==> config.mk <==
export PLATFORM = sky130hd
export DESIGN_NAME = gsc_engine
export DESIGN_NICKNAME = d
export VERILOG_FILES = /design/src/hw/rtl/gsc_pkg.sv /design/src/hw/rtl/gsc_engine.sv
export SDC_FILE = /design/constraint.sdc
export NUM_CORES = 1
export LEC_CHECK = 0
export ABC_AREA = 1
export BUFFER_PORTS_ARGS = -buffer_cell sky130_fd_sc_hd__buf_2
export CAP_MARGIN = 25
export CORE_ASPECT_RATIO = 1.75
export CORE_MARGIN = 3
export CORE_UTILIZATION = 30
export CTS_CLUSTER_SIZE = 28
export DETAILED_ROUTE_END_ITERATION = 10
export PLACE_DENSITY = 0.55
export SYNTH_ARGS = -nofsm -noshare
export SYNTH_HDL_FRONTEND = slang
export SYNTH_SLANG_ARGS = --single-unit
==> constraint.sdc <==
create_clock -name clk_i -period 6.1 [get_ports clk_i]
set_clock_uncertainty 0.1 [all_clocks]
set_input_delay 0.305 -clock clk_i [delete_from_list [all_inputs] [get_ports clk_i]]
set_output_delay 0.305 -clock clk_i [all_outputs]
set_load 0.005 [all_outputs]
==> src/hw/rtl/gsc_pkg.sv <==
// shared types and constants of the grid square clearance block
`default_nettype none

package gsc_pkg;

  // fixed field widths
  localparam int COORD_W     = 6;
  localparam int CFG_W       = 7;
  localparam int CLEAR_W     = 4;
  localparam int CLEAR_SAT   = 15;
  localparam int IN_TDATA_W  = 16;
  localparam int OUT_TDATA_W = 8;

  localparam logic [CFG_W-1:0] CFG_RESET = 7'd64;

  typedef enum logic {
    KIND_WRITE = 1'b0,
    KIND_QUERY = 1'b1
  } kind_e;

  typedef enum logic {
    REG_GRID_WIDTH  = 1'b0,
    REG_GRID_HEIGHT = 1'b1
  } reg_idx_e;

  // engine status toward the top level
  typedef struct packed {
    logic busy;
    logic res_valid;
  } eng_status_t;

endpackage

`default_nettype wire

==> src/hw/rtl/gsc_engine.sv <==
// map access and clearance search sequencer
`default_nettype none

module gsc_engine import gsc_pkg::*; #(
  parameter int GRID_SIDE     = 64,
  parameter int MAX_CLEARANCE = 8,
  localparam int AW = $clog2(GRID_SIDE * GRID_SIDE)
) (
  input  wire logic               clk_i,
  input  wire logic               rst_ni,
  input  wire logic               start_i,
  input  wire kind_e              kind_i,
  input  wire logic [COORD_W-1:0] cell_x_i,
  input  wire logic [COORD_W-1:0] cell_y_i,
  input  wire logic               blocked_bit_i,
  input  wire logic [CFG_W-1:0]   grid_width_i,
  input  wire logic [CFG_W-1:0]   grid_height_i,
  output logic                    ram_we_o,
  output logic [AW-1:0]           ram_waddr_o,
  output logic                    ram_wdata_o,
  output logic                    ram_re_o,
  output logic [AW-1:0]           ram_raddr_o,
  input  wire logic               ram_rdata_i,
  input  wire logic               res_ready_i,
  output eng_status_t             status_o,
  output logic [CLEAR_W-1:0]      clearance_o
);

  localparam int CW   = $clog2((1 << COORD_W) + MAX_CLEARANCE);
  localparam int GW   = $clog2(GRID_SIDE + 1);
  localparam int CMPW = (GW > CW) ? GW : CW;
  localparam int CLW  = $clog2(MAX_CLEARANCE + 1);
  localparam int PW   = AW + CW;
  localparam int SW   = CLW + CLEAR_W;

  typedef enum logic [1:0] {
    G_IDLE,
    G_RUN,
    G_DRAIN,
    G_DONE
  } gen_state_e;

  gen_state_e         state_q;
  logic               first_q;
  logic               side_q;
  logic [CLW-1:0]     c_q;
  logic [CLW-1:0]     i_q;
  logic [COORD_W-1:0] bx_q;
  logic [COORD_W-1:0] by_q;
  logic               p_valid_q;
  logic [CLW-1:0]     p_c_q;
  logic               p_closed_q;
  logic               p_read_q;
  logic [CLEAR_W-1:0] result_q;

  logic [CW-1:0]  px;
  logic [CW-1:0]  py;
  logic [CLW-1:0] pval;
  logic           forced;
  logic           p_in;
  logic           hit;
  logic [SW-1:0]  c_ext;
  logic [CLEAR_W-1:0] c_sat;

  function automatic logic in_map(input logic [CW-1:0] x, input logic [CW-1:0] y,
                                  input logic [CFG_W-1:0] w, input logic [CFG_W-1:0] h);
    logic [CMPW-1:0] xe;
    logic [CMPW-1:0] ye;
    xe = CMPW'(x);
    ye = CMPW'(y);
    return (xe < CMPW'(w)) && (xe < CMPW'(GRID_SIDE)) &&
           (ye < CMPW'(h)) && (ye < CMPW'(GRID_SIDE));
  endfunction

  // column-major layout: x selects the column block, y the entry in it
  function automatic logic [AW-1:0] addr_of(input logic [CW-1:0] x, input logic [CW-1:0] y);
    logic [PW-1:0] p;
    p = PW'(x) * PW'(GRID_SIDE) + PW'(y);
    return p[AW-1:0];
  endfunction

  // next probe of the growing square
  always_comb begin
    px     = CW'(bx_q);
    py     = CW'(by_q);
    pval   = c_q;
    forced = 1'b0;
    if (first_q) begin
      pval = '0;
    end else if (c_q >= CLW'(MAX_CLEARANCE)) begin
      forced = 1'b1;
    end else if (!side_q) begin
      px = CW'(bx_q) + CW'(i_q);
      py = CW'(by_q) + CW'(c_q);
    end else begin
      px = CW'(bx_q) + CW'(c_q);
      py = CW'(by_q) + CW'(i_q);
    end
  end

  assign p_in = in_map(px, py, grid_width_i, grid_height_i);
  assign hit  = p_valid_q && (p_closed_q || (p_read_q && ram_rdata_i));

  assign c_ext = SW'(p_c_q);
  assign c_sat = (c_ext > SW'(CLEAR_SAT)) ? CLEAR_W'(CLEAR_SAT) : c_ext[CLEAR_W-1:0];

  assign ram_re_o    = (state_q == G_RUN) && !hit && !forced && p_in;
  assign ram_raddr_o = addr_of(px, py);

  // map writes go straight through on the accept edge
  assign ram_we_o    = start_i && (kind_i == KIND_WRITE) &&
                       in_map(CW'(cell_x_i), CW'(cell_y_i), grid_width_i, grid_height_i);
  assign ram_waddr_o = addr_of(CW'(cell_x_i), CW'(cell_y_i));
  assign ram_wdata_o = blocked_bit_i;

  assign status_o.busy      = (state_q != G_IDLE);
  assign status_o.res_valid = (state_q == G_DONE);
  assign clearance_o        = result_q;

  always_ff @(posedge clk_i or negedge rst_ni) begin
    if (!rst_ni) begin
      state_q    <= G_IDLE;
      first_q    <= 1'b0;
      side_q     <= 1'b0;
      c_q        <= '0;
      i_q        <= '0;
      bx_q       <= '0;
      by_q       <= '0;
      p_valid_q  <= 1'b0;
      p_c_q      <= '0;
      p_closed_q <= 1'b0;
      p_read_q   <= 1'b0;
      result_q   <= '0;
    end else begin
      unique case (state_q)
        G_IDLE: begin
          if (start_i && (kind_i == KIND_QUERY)) begin
            bx_q      <= cell_x_i;
            by_q      <= cell_y_i;
            first_q   <= 1'b1;
            p_valid_q <= 1'b0;
            state_q   <= G_RUN;
          end
        end
        G_RUN: begin
          if (hit) begin
            result_q  <= c_sat;
            p_valid_q <= 1'b0;
            state_q   <= G_DONE;
          end else begin
            p_valid_q  <= 1'b1;
            p_c_q      <= pval;
            p_closed_q <= forced || !p_in;
            p_read_q   <= !forced && p_in;
            if (first_q) begin
              first_q <= 1'b0;
              c_q     <= CLW'(1);
              i_q     <= '0;
              side_q  <= 1'b0;
            end else if (forced) begin
              state_q <= G_DRAIN;
            end else if (side_q) begin
              side_q <= 1'b0;
              if (i_q == c_q) begin
                i_q <= '0;
                c_q <= c_q + CLW'(1);
              end else begin
                i_q <= i_q + CLW'(1);
              end
            end else begin
              side_q <= 1'b1;
            end
          end
        end
        G_DRAIN: begin
          // the forced entry in flight always ends the search
          if (hit) begin
            result_q  <= c_sat;
            p_valid_q <= 1'b0;
            state_q   <= G_DONE;
          end
        end
        G_DONE: begin
          if (res_ready_i) begin
            state_q <= G_IDLE;
          end
        end
        default: state_q <= G_IDLE;
      endcase
    end
  end

endmodule

`default_nettype wire

== Word-level counts from Yosys, hierarchy flattened ==
Cells that the tools add are included.

* Register bits: 35
* Bits of input ports: 33
* Output and inout port bits: 33
* Word-level logic and storage cells: 110

* Add/subtract/negate cells: 8
* $lt $le $gt $ge: 8
* Equality and inequality tests: 11
* Muxes and demuxes: 35
* Bitwise gates (word level): 2
* Reductions and logical operators: 34

{| class="wikitable"
|+ Operator list
! operator !! number
|-
| $mux W7 || 6
|-
| $mux W4 || 10
|-
| $add A6 B4 Y7 || 4
|-
| $lt A6 B7 Y1 || 2
|-
| $lt A7 B7 Y1 || 2
|-
| $lt A7 B7 Y1 const B || 2
|-
| $logic_and A1 B1 Y1 || 13
|-
| $add A12 B6 Y12 || 1
|-
| $add A12 B7 Y12 || 1
|-
| $mux W2 || 6
|-
| $mux W1 || 10
|-
| $ne A2 B2 Y1 const B || 5
|-
| $reduce_and A5 Y1 || 2
|-
| $reduce_and A3 Y1 || 3
|-
| $add A4 B1 Y4 const B || 2
|-
| $pmux W2 S4 || 1
|-
| $reduce_bool A2 Y1 || 4
|-
| $ne A3 B3 Y1 const B || 2
|-
| $reduce_and A2 Y1 || 3
|-
| $eq A2 B2 Y1 const B || 2
|-
| $eq A4 B4 Y1 || 1
|-
| $ge A4 B4 Y1 const B || 1
|-
| $gt A4 B4 Y1 const B || 1
|-
| $reduce_and A4 Y1 || 1
|-
| 9 further kinds || 13
|}

== Depth between registers and ports, before layout ==
Gate-level depths: netlist of run 1.

* Depth in word-level cells: 10
* Depth in mapped cells: 22
* Gate-level depth less buffers: 21

== Worst setup path after synthesis of run 1 ==
Ideal clock, no wire load.

* Kind: reg2out
* Start: reg side_q
* End: out ram_re_o
* Arrival: 2569 ps
* Required time: 5695 ps
* Setup slack: 3126 ps
* Stages on the path, launching flop included: 22
* Buffers on the path: 1
* Cells stage by stage: dfrtp_1 clkbuf_1 nand2_1 o21ai_0 ha_1 inv_1 fa_1 inv_1 nand3_1 nand2_1 nand2_1 nand2_1 nand2_1 inv_1 ha_1 nand3_1 nor2_1 nor2_1 nand2_1 nor2_1 nand3_2 nor2_2

* Word-level cells in the longest chain between the ends: 8
* Elaborated cells on any way between the ends: 14
* Those cells by class: order compare (4); mux (6); reduce/logical (4)

{| class="wikitable"
|+ Ends and longest elaborated chain
! element !! RTL line !! RTL
|-
| start: declaration || gsc_engine.sv:45 || <nowiki>logic side_q;</nowiki>
|-
| start signal: assignment || gsc_engine.sv:124 || <nowiki>side_q <= 1'b0;</nowiki>
|-
| start signal: assignment || gsc_engine.sv:159 || <nowiki>side_q <= 1'b0;</nowiki>
|-
| start signal: assignment || gsc_engine.sv:163 || <nowiki>side_q <= 1'b0;</nowiki>
|-
| $mux W7 || gsc_engine.sv:92 || <nowiki>end else if (!side_q) begin</nowiki>
|-
| $mux W7 || gsc_engine.sv:90 || <nowiki>end else if (c_q >= CLW'(MAX_CLEARANCE)) begin</nowiki>
|-
| $mux W7 || gsc_engine.sv:88 || <nowiki>if (first_q) begin</nowiki>
|-
| $lt A7 B7 Y1 || gsc_engine.sv:71 || <nowiki>return (xe < CMPW'(w)) && (xe < CMPW'(GRID_SIDE)) &&</nowiki>
|-
| $logic_and A1 B1 Y1 (2 in series) || gsc_engine.sv:71 ||
|-
| $logic_and A1 B1 Y1 (*) || gsc_engine.sv:72 || <nowiki>(ye < CMPW'(h)) && (ye < CMPW'(GRID_SIDE));</nowiki>
|-
| $logic_and A1 B1 Y1 (*) || gsc_engine.sv:107 || <nowiki>assign ram_re_o = (state_q == G_RUN) && !hit && !forced && p_in;</nowiki>
|-
| end: declaration || gsc_engine.sv:21 || <nowiki>output logic ram_re_o,</nowiki>
|}

Every way passes the cells marked *; elsewhere a longest branch is shown, timed or not.

== Final worst setup path of run 1 ==
Ends and elaborated chain as after synthesis.

==> run summary, run 1 <==
Overall Global Routing Usage = 14.6%
Register area share after synthesis = 29.1%
Final Wtd Congestion = 0.880
Diode count = 0
Vias per inst = 4.62
Ports = 66
FF-to-FF path depth = 18
Share of cells above drive strength 1 = 20.7%
CP Max Fanout = 13
Stages on worst setup path = 18
Row count = 47
Pins Over Slew Limit = 0
Register share of total power = 22.5%
Average wire per standard cell = 13.1 um
Hpwl dp = 6390 um
Seq cells post-synth = 35
Maximum vdd drop = 0.259 mV
Worst-skew pair later-pin latency = 0.28 ns
Root Buffer = clkbuf_16
Comb power frac = 64.7%
Fmax = 0.264 GHz
Setup Viol. Count Final = 0
Crit path max-delay family = simple AND/OR/NAND/NOR gates
Slew at the pin closest to its max-slew limit = 0.855 ns
Core area = 9640 um^2
Ys Warns = 0
Buffers on Ports = 63
ANT nets after route = 0
Post-CTS repair timing setup buffer count = 0
Synthesized area per cell = 7.39 um^2
Remaining DRCs = 0
DR vias = 2,686
Post-CTS Resized = 0
CTS tree = built
Most frequent cells in the layout = nand2_1 (96), buf_2 (63), inv_1 (59), ha_1 (39), dfrtp_1 (35)
Unique cell type count in the Yosys netlist = 32
Critical Path Most Common Cell = nand2_1
Crit path DAT = 3.38 ns
Setup crit end kind = output pin
Reg2reg start = side_q
Final #Nets = 532
Setup_tns = 0 ns
Switch share = 49.2%
Status = completed
Num Clock Sinks = 35
Fill cells = 1,082
Power per cell area = 561 nW/um^2
CP max stage cell = dfrtp_1
DRT iter0 DRCs = 141
CP peak stage delay = 0.53 ns
Flop2flop setup slack = 2.88 ns
Worst Path Buf+Inv = 2
Synth Cell Area = 3010 um^2
Worst-path cell chain = inv_1, o21ai_0, ha_1, a21oi_1, nand2_1, nand2_1, nand2_1, nand2_1, xor2_1, ha_1, nand3_1, nand2_1, nor2_1, nand2_1, nor2_1, nand3_2, nor2_2, buf_2
Internal power = 994 uW
TritonRoute pass-1 iters = 4
Vias in the first global route = 2,686
Most common cell after layout, fill and taps aside = nand2_1
CTS hold repair buffers = 0
RSZ-0062 raised after global routing = false
Pin count of the biggest net entering global routing = 36
Total power draw = 1960 uW
Count of final hold-check violations = 0
Syn Nets = 481
Final Cycle Share = 62.0%
Grt ovf = 0
First-pass GRT wire length = 12,900 um
R2r endpoint = p_closed_q
Num CTS Buffers = 5
Final min period = 3.78 ns
Clock Tree Buf Depth = 2
Synth Instances = 407
Chip Height = 138 um
Initial antenna violation count = 0
Htree depth = 2
Worst-path clk slew = 0.06 ns
Area grow syn2layout = 15.8%
DRT Wirelength = 7630 um
Die Wd = 81.7 um
Slew headroom = 42.8%
Critical path class = flop to output pin
Starting Density = 31.2%
Net switching power = 962 uW
Max-Cap Viols = 0
Clock network power share = 12.8%
Req. time, crit path = 5.69 ns
Tightest Hold Check Type = input port to asynchronous set/reset pin
Die area = 11,300 um^2
Crit path launch type = flop
Leakage = 0.00195 uW
-- power groups by stage --
stage	Sequential, uW	Clock [uW]	Combinational, uW
floorplan	404	0	933
global placement	442	0	1250
global route	459	268	1490
CTS	441	256	1280
detailed placement	444	0	1270
finish	440	250	1270
-- through the flow --
step	util [%]	instances	area [um^2]	worst slack, ns	hold WS [ns]
after floorplan	-	407	3010	3.13	-0.0906
after global placement	34.7	573	3340	2.68	0.346
after detailed placement	34.7	573	3340	2.69	0.351
after CTS	36.1	581	3490	2.35	0.0405
after global routing	36.1	581	3490	1.94	0.0772
final	36.1	581	3490	2.32	0.0151
-- cell usage after synthesis --
master | instances | area share [%]
inv_1 | 59 | 7.4
o21ai_2 | 1 | 0.29
xnor2_1 | 5 | 1.5
buf_2 | 1 | 0.17
clkbuf_1 | 3 | 0.37
o31ai_1 | 1 | 0.25
a21oi_2 | 1 | 0.29
dfrtp_1 | 35 | 29
o21a_1 | 1 | 0.25
nand4_1 | 2 | 0.42
o21ai_0 | 25 | 4.2
xor2_1 | 6 | 1.7
o21ai_1 | 3 | 0.50
ha_1 | 39 | 16
nand2_4 | 2 | 0.75
nand3_2 | 2 | 0.67
buf_4 | 14 | 3.5
nand2_2 | 4 | 0.83
buf_6 | 1 | 0.37
and3_1 | 1 | 0.21
nand3_1 | 30 | 5.0
nor2_2 | 3 | 0.62
nand3b_1 | 1 | 0.25
mux2_2 | 8 | 3.0
nor2_1 | 32 | 4.0
or2_1 | 1 | 0.21
a21oi_1 | 22 | 3.7
nor2_4 | 1 | 0.37
fa_1 | 2 | 1.3
nor3_1 | 2 | 0.33
inv_2 | 3 | 0.37
nand2_1 | 96 | 12
-- worst max path at each step --
stage,from,end,slack (ns)
after floorplan,side_q,ram_re_o,3.13
after detailed placement,side_q,ram_re_o,2.69
after global routing,side_q,ram_re_o,1.94
final,side_q,ram_re_o,2.32
after CTS,side_q,ram_re_o,2.35
after global placement,side_q,ram_re_o,2.68
-- layout make-up --
cell class | instances | area, um^2 | area share [%]
multi-input combinational | 291 | 1770 | 50.7
clock buffer | 6 | 129 | 3.70
timing repair buffer | 63 | 315 | 9.05
clock inverter | 2 | 12.5 | 0.359
tap | 122 | 153 | 4.38
inverter | 62 | 233 | 6.68
sequential | 35 | 876 | 25.1
-- registers in the layout (all words and copies together), names as in the netlist --
signal and cells:
p_c_q 4, by_q 6, first_q 1, bx_q 6, clearance_o 4, state_q 2, p_read_q 1, c_q 4
i_q 4, p_closed_q 1, side_q 1, p_valid_q 1
-- layer usage --
metal	global-route usage [%]	wire [um]	vias to the layer above
li1	-	-	1389
met1	15.6	2800	1223
met2	26.9	4310	58
met3	1.63	223	16
met5	0	0	-
met4	7.53	299	0
-- cells by family (layout without fill, tap and decap cells) --
| kind of cell | after synthesis | count (layout) | share of synthesized area (%) |
|---|---|---|---|
| buffers and inverters | 81 | 133 | 12.1 |
| and+or+nand+nor | 177 | 177 | 25.6 |
| DFF | 35 | 35 | 29.1 |
| AOI/OAI and AO/OA | 54 | 54 | 9.40 |
| adders and majority gates | 41 | 41 | 17.5 |
| muxes | 8 | 8 | 2.99 |
| xor gates and xnor gates | 11 | 11 | 3.20 |
Power figures use the tool's default switching activity.
==> run 2, diff against run 1 <==
--- a/config.mk
+++ b/config.mk
@@ -5,7 +5,7 @@
 export SDC_FILE = /design/constraint.sdc
 export NUM_CORES = 1
 export LEC_CHECK = 0
-export ABC_AREA = 1
+export ABC_AREA = 0
 export BUFFER_PORTS_ARGS = -buffer_cell sky130_fd_sc_hd__buf_2
 export CAP_MARGIN = 25
 export CORE_ASPECT_RATIO = 1.75
==> constraint.sdc (replaced) <==
create_clock -name clk_i -period 3.65 [get_ports clk_i]
set_clock_uncertainty 0.1 [all_clocks]
set_input_delay 0.1825 -clock clk_i [delete_from_list [all_inputs] [get_ports clk_i]]
set_output_delay 0.1825 -clock clk_i [all_outputs]
set_load 0.005 [all_outputs]
==> run 2 against run 1 <==
  * The run now ends with negative setup slack left
  * Hold slack better by 0.042 ns
  * Via count is 4.8% lower
  * Global-route usage up 0.65 points
  * Final area rose by 12%
  * Sequential share of layout area fell by 2.7 points
  * Sequential cell count is the same
  * Power increased by 84%
==> run summary, run 2 <==
Setup_tns = -0.0366 ns
Synth Instances = 316
Vias per inst = 4.89
Area grow syn2layout = 32.1%
First-pass GRT wire length = 13,000 um
Multiplexer share of the synthesized area = 9.05%
CP Max Fanout = 5
DRT iter0 DRCs = 76
Hold Path Stages = 2
Area contributors post-synth = dfrtp_1 (30%), ha_1 (16%), mux2_2 (8.0%), o21ai_0 (3.7%), inv_1 (3.4%)
FFs w/ async S/R, synth = 100%
Pins Over Slew Limit = 0
Most common cell after layout, fill and taps aside = buf_2
Buffers on Ports = 63
Tightest Hold Check Type = input port to flop
Initial antenna violation count = 0
Util after Layout = 41.0%
DRT Wirelength = 7940 um
Ports = 66
Largest family of logic cells by synthesized area = compound AO/OA/AOI/OAI gates
Final worst slack = -0.0366 ns
Synthesized area per cell = 9.36 um^2
Clock Tree Buf Depth = 2
Post-Synth Adder-Cell Area = 17.9%
Final Wtd Congestion = 0.902
Leakage = 0.00197 uW
Met2 Usage GRT = 29.1%
RSZ-0062 raised after global routing = true
Die area = 11,100 um^2
Req. time, crit path = 3.37 ns
Post-synthesis xor/xnor area fraction = 4.99%
Synth Area in Simple Gates = 12.5%
Num Clock Sinks = 35
CTS tree = built
Largest regs = bx_q x6, by_q x6
Storage element area = 877 um^2
Htree depth = 2
GRT met3 Usage = 2.03%
Crit path launch type = flop
Hold Worst Slack = 0.0567 ns
FF-to-FF path depth = 12
TritonRoute pass-1 iters = 3
Total power draw = 3600 uW
Fmax = 0.271 GHz
Post-synthesis compound-gate area fraction = 18.2%
Worst-path clk slew = 0.06 ns
DR vias = 2,556
Top-count cell post-synth = ha_1
Seq cells post-synth = 35
Cell area after layout = 3910 um^2
Most frequent cells in the layout = buf_2 (63), ha_1 (34), dfrtp_1 (34), buf_4 (32), nand2_1 (27)
Final Cycle Share = 101%
Crit path DAT = 3.40 ns
Row count = 47
Vias in the first global route = 2,742
Area leader, netlist = dfrtp_1
Failing checks = negative setup slack
Top Usage Layer GRT = met2
Setup Viol. Count Final = 1
ANT nets after route = 0
Area of the multi-input gates = 2020 um^2
Met1 global-route usage = 15.6%
Ys Warns = 0
Average wire per standard cell = 15.2 um
Setup crit end kind = output pin
Grt ovf = 0
Share of cells above drive strength 1 = 40.1%
Worst-skew pair later-pin latency = 0.29 ns
Fill cells = 997
Syn Nets = 390
Slew at the pin closest to its max-slew limit = 0.855 ns
Final #Nets = 474
Register area share after synthesis = 29.6%
Status = complete, but fails checks
Yosys top cell area share = 29.6%
Overall Global Routing Usage = 15.3%
Final min period = 3.69 ns
Post-synth EDFFs = 0
Root Buffer = clkbuf_16
Power per cell area = 920 nW/um^2
Chip Height = 137 um
Commonest cells post-synth = ha_1 (39), dfrtp_1 (35), inv_1 (27), nand2_1 (27), o21ai_0 (22)
Diode count = 0
Hpwl dp = 6260 um
Starting Density = 31.0%
Pin count of the biggest net entering global routing = 36
Count of final hold-check violations = 0
Unique cell type count in the Yosys netlist = 58
Slew headroom = 43.0%
Maximum vdd drop = 0.379 mV
Num CTS Buffers = 5
Remaining DRCs = 0
Max-Cap Viols = 0
Die Wd = 81.1 um
Most common flop cell mapped by yosys = dfrtp_1
Core area = 9530 um^2
Critical path class = flop to output pin
Placed Instance Area = 3450 um^2
Synth Cell Area = 2960 um^2
run 2: final cells by class:
type	instances	share of cell area, %
clock buffers	6	3.55
clock inverters	2	0.896
inverters	27	2.59
multi-input cells	233	51.6
flip-flops and latches	35	22.4
well taps	122	3.91
repair buffers	98	15.0
run 2: cell families after synthesis:
logic type	after synthesis
compound gates	77
simple gates	75
buf+inv	48
fa+ha+maj	41
flops	35
mux	24
xor+xnor	16
run 2: metal layers:
layer | share of wire (%) | vias up
met4 | 3.2 | 0
li1 | - | 1274
met3 | 2.2 | 15
met2 | 57 | 43
met5 | 0 | -
met1 | 37 | 1224
run 2: path summary, 6_finish.rpt:
path / slack (ns) / end / startpoint
max: -0.04 / ram_re_o / side_q
min: 0.06 / bx_q[5] / cell_x_i[5]
max reg2reg: 0.25 / p_closed_q / side_q
min reg2reg: 0.37 / p_c_q[2] / p_c_q[2]
max in group asynchronous: 2.41 / side_q / rst_ni
min in group asynchronous: 0.45 / by_q[5] / rst_ni
run 2: worst max-delay path, stage by stage (launching register included):
cell      delay (ns)
dfrtp_2         0.42
buf_6           0.15
mux2_2          0.34
ha_1            0.24
a211oi_2        0.26
nor2_2          0.11
o211ai_1        0.30
xnor2_2         0.13
ha_1            0.31
nand4_1         0.16
nor3_2          0.28
a22oi_2         0.09
nand4_1         0.16
inv_1           0.05
buf_2           0.12
run 2: through the flow:
stage	cells	setup WS [ns]
finish	523	-0.0366
CTS	520	-0.00583
global route	523	-0.209
detailed placement	501	-0.0726
floorplan	316	0.103
global placement	501	0.0250
run 2: repair_timing:
action	4_1_cts	5_1_grt
endpoints found under the hold margin	35	0
pin swaps	18	10
setup buffers	10	3
resized for setup	27	9
endpoints found under the setup margin	2	2
hold buffers	1	0
run 2: power by group:
part	internal [uW]	leakage [uW]	switching, uW	total (uW)
clock network	340	0.0000868	172	511
logic	1170	0.00144	1190	2360
registers	560	0.000440	170	730
total	2070	0.00197	1530	3600
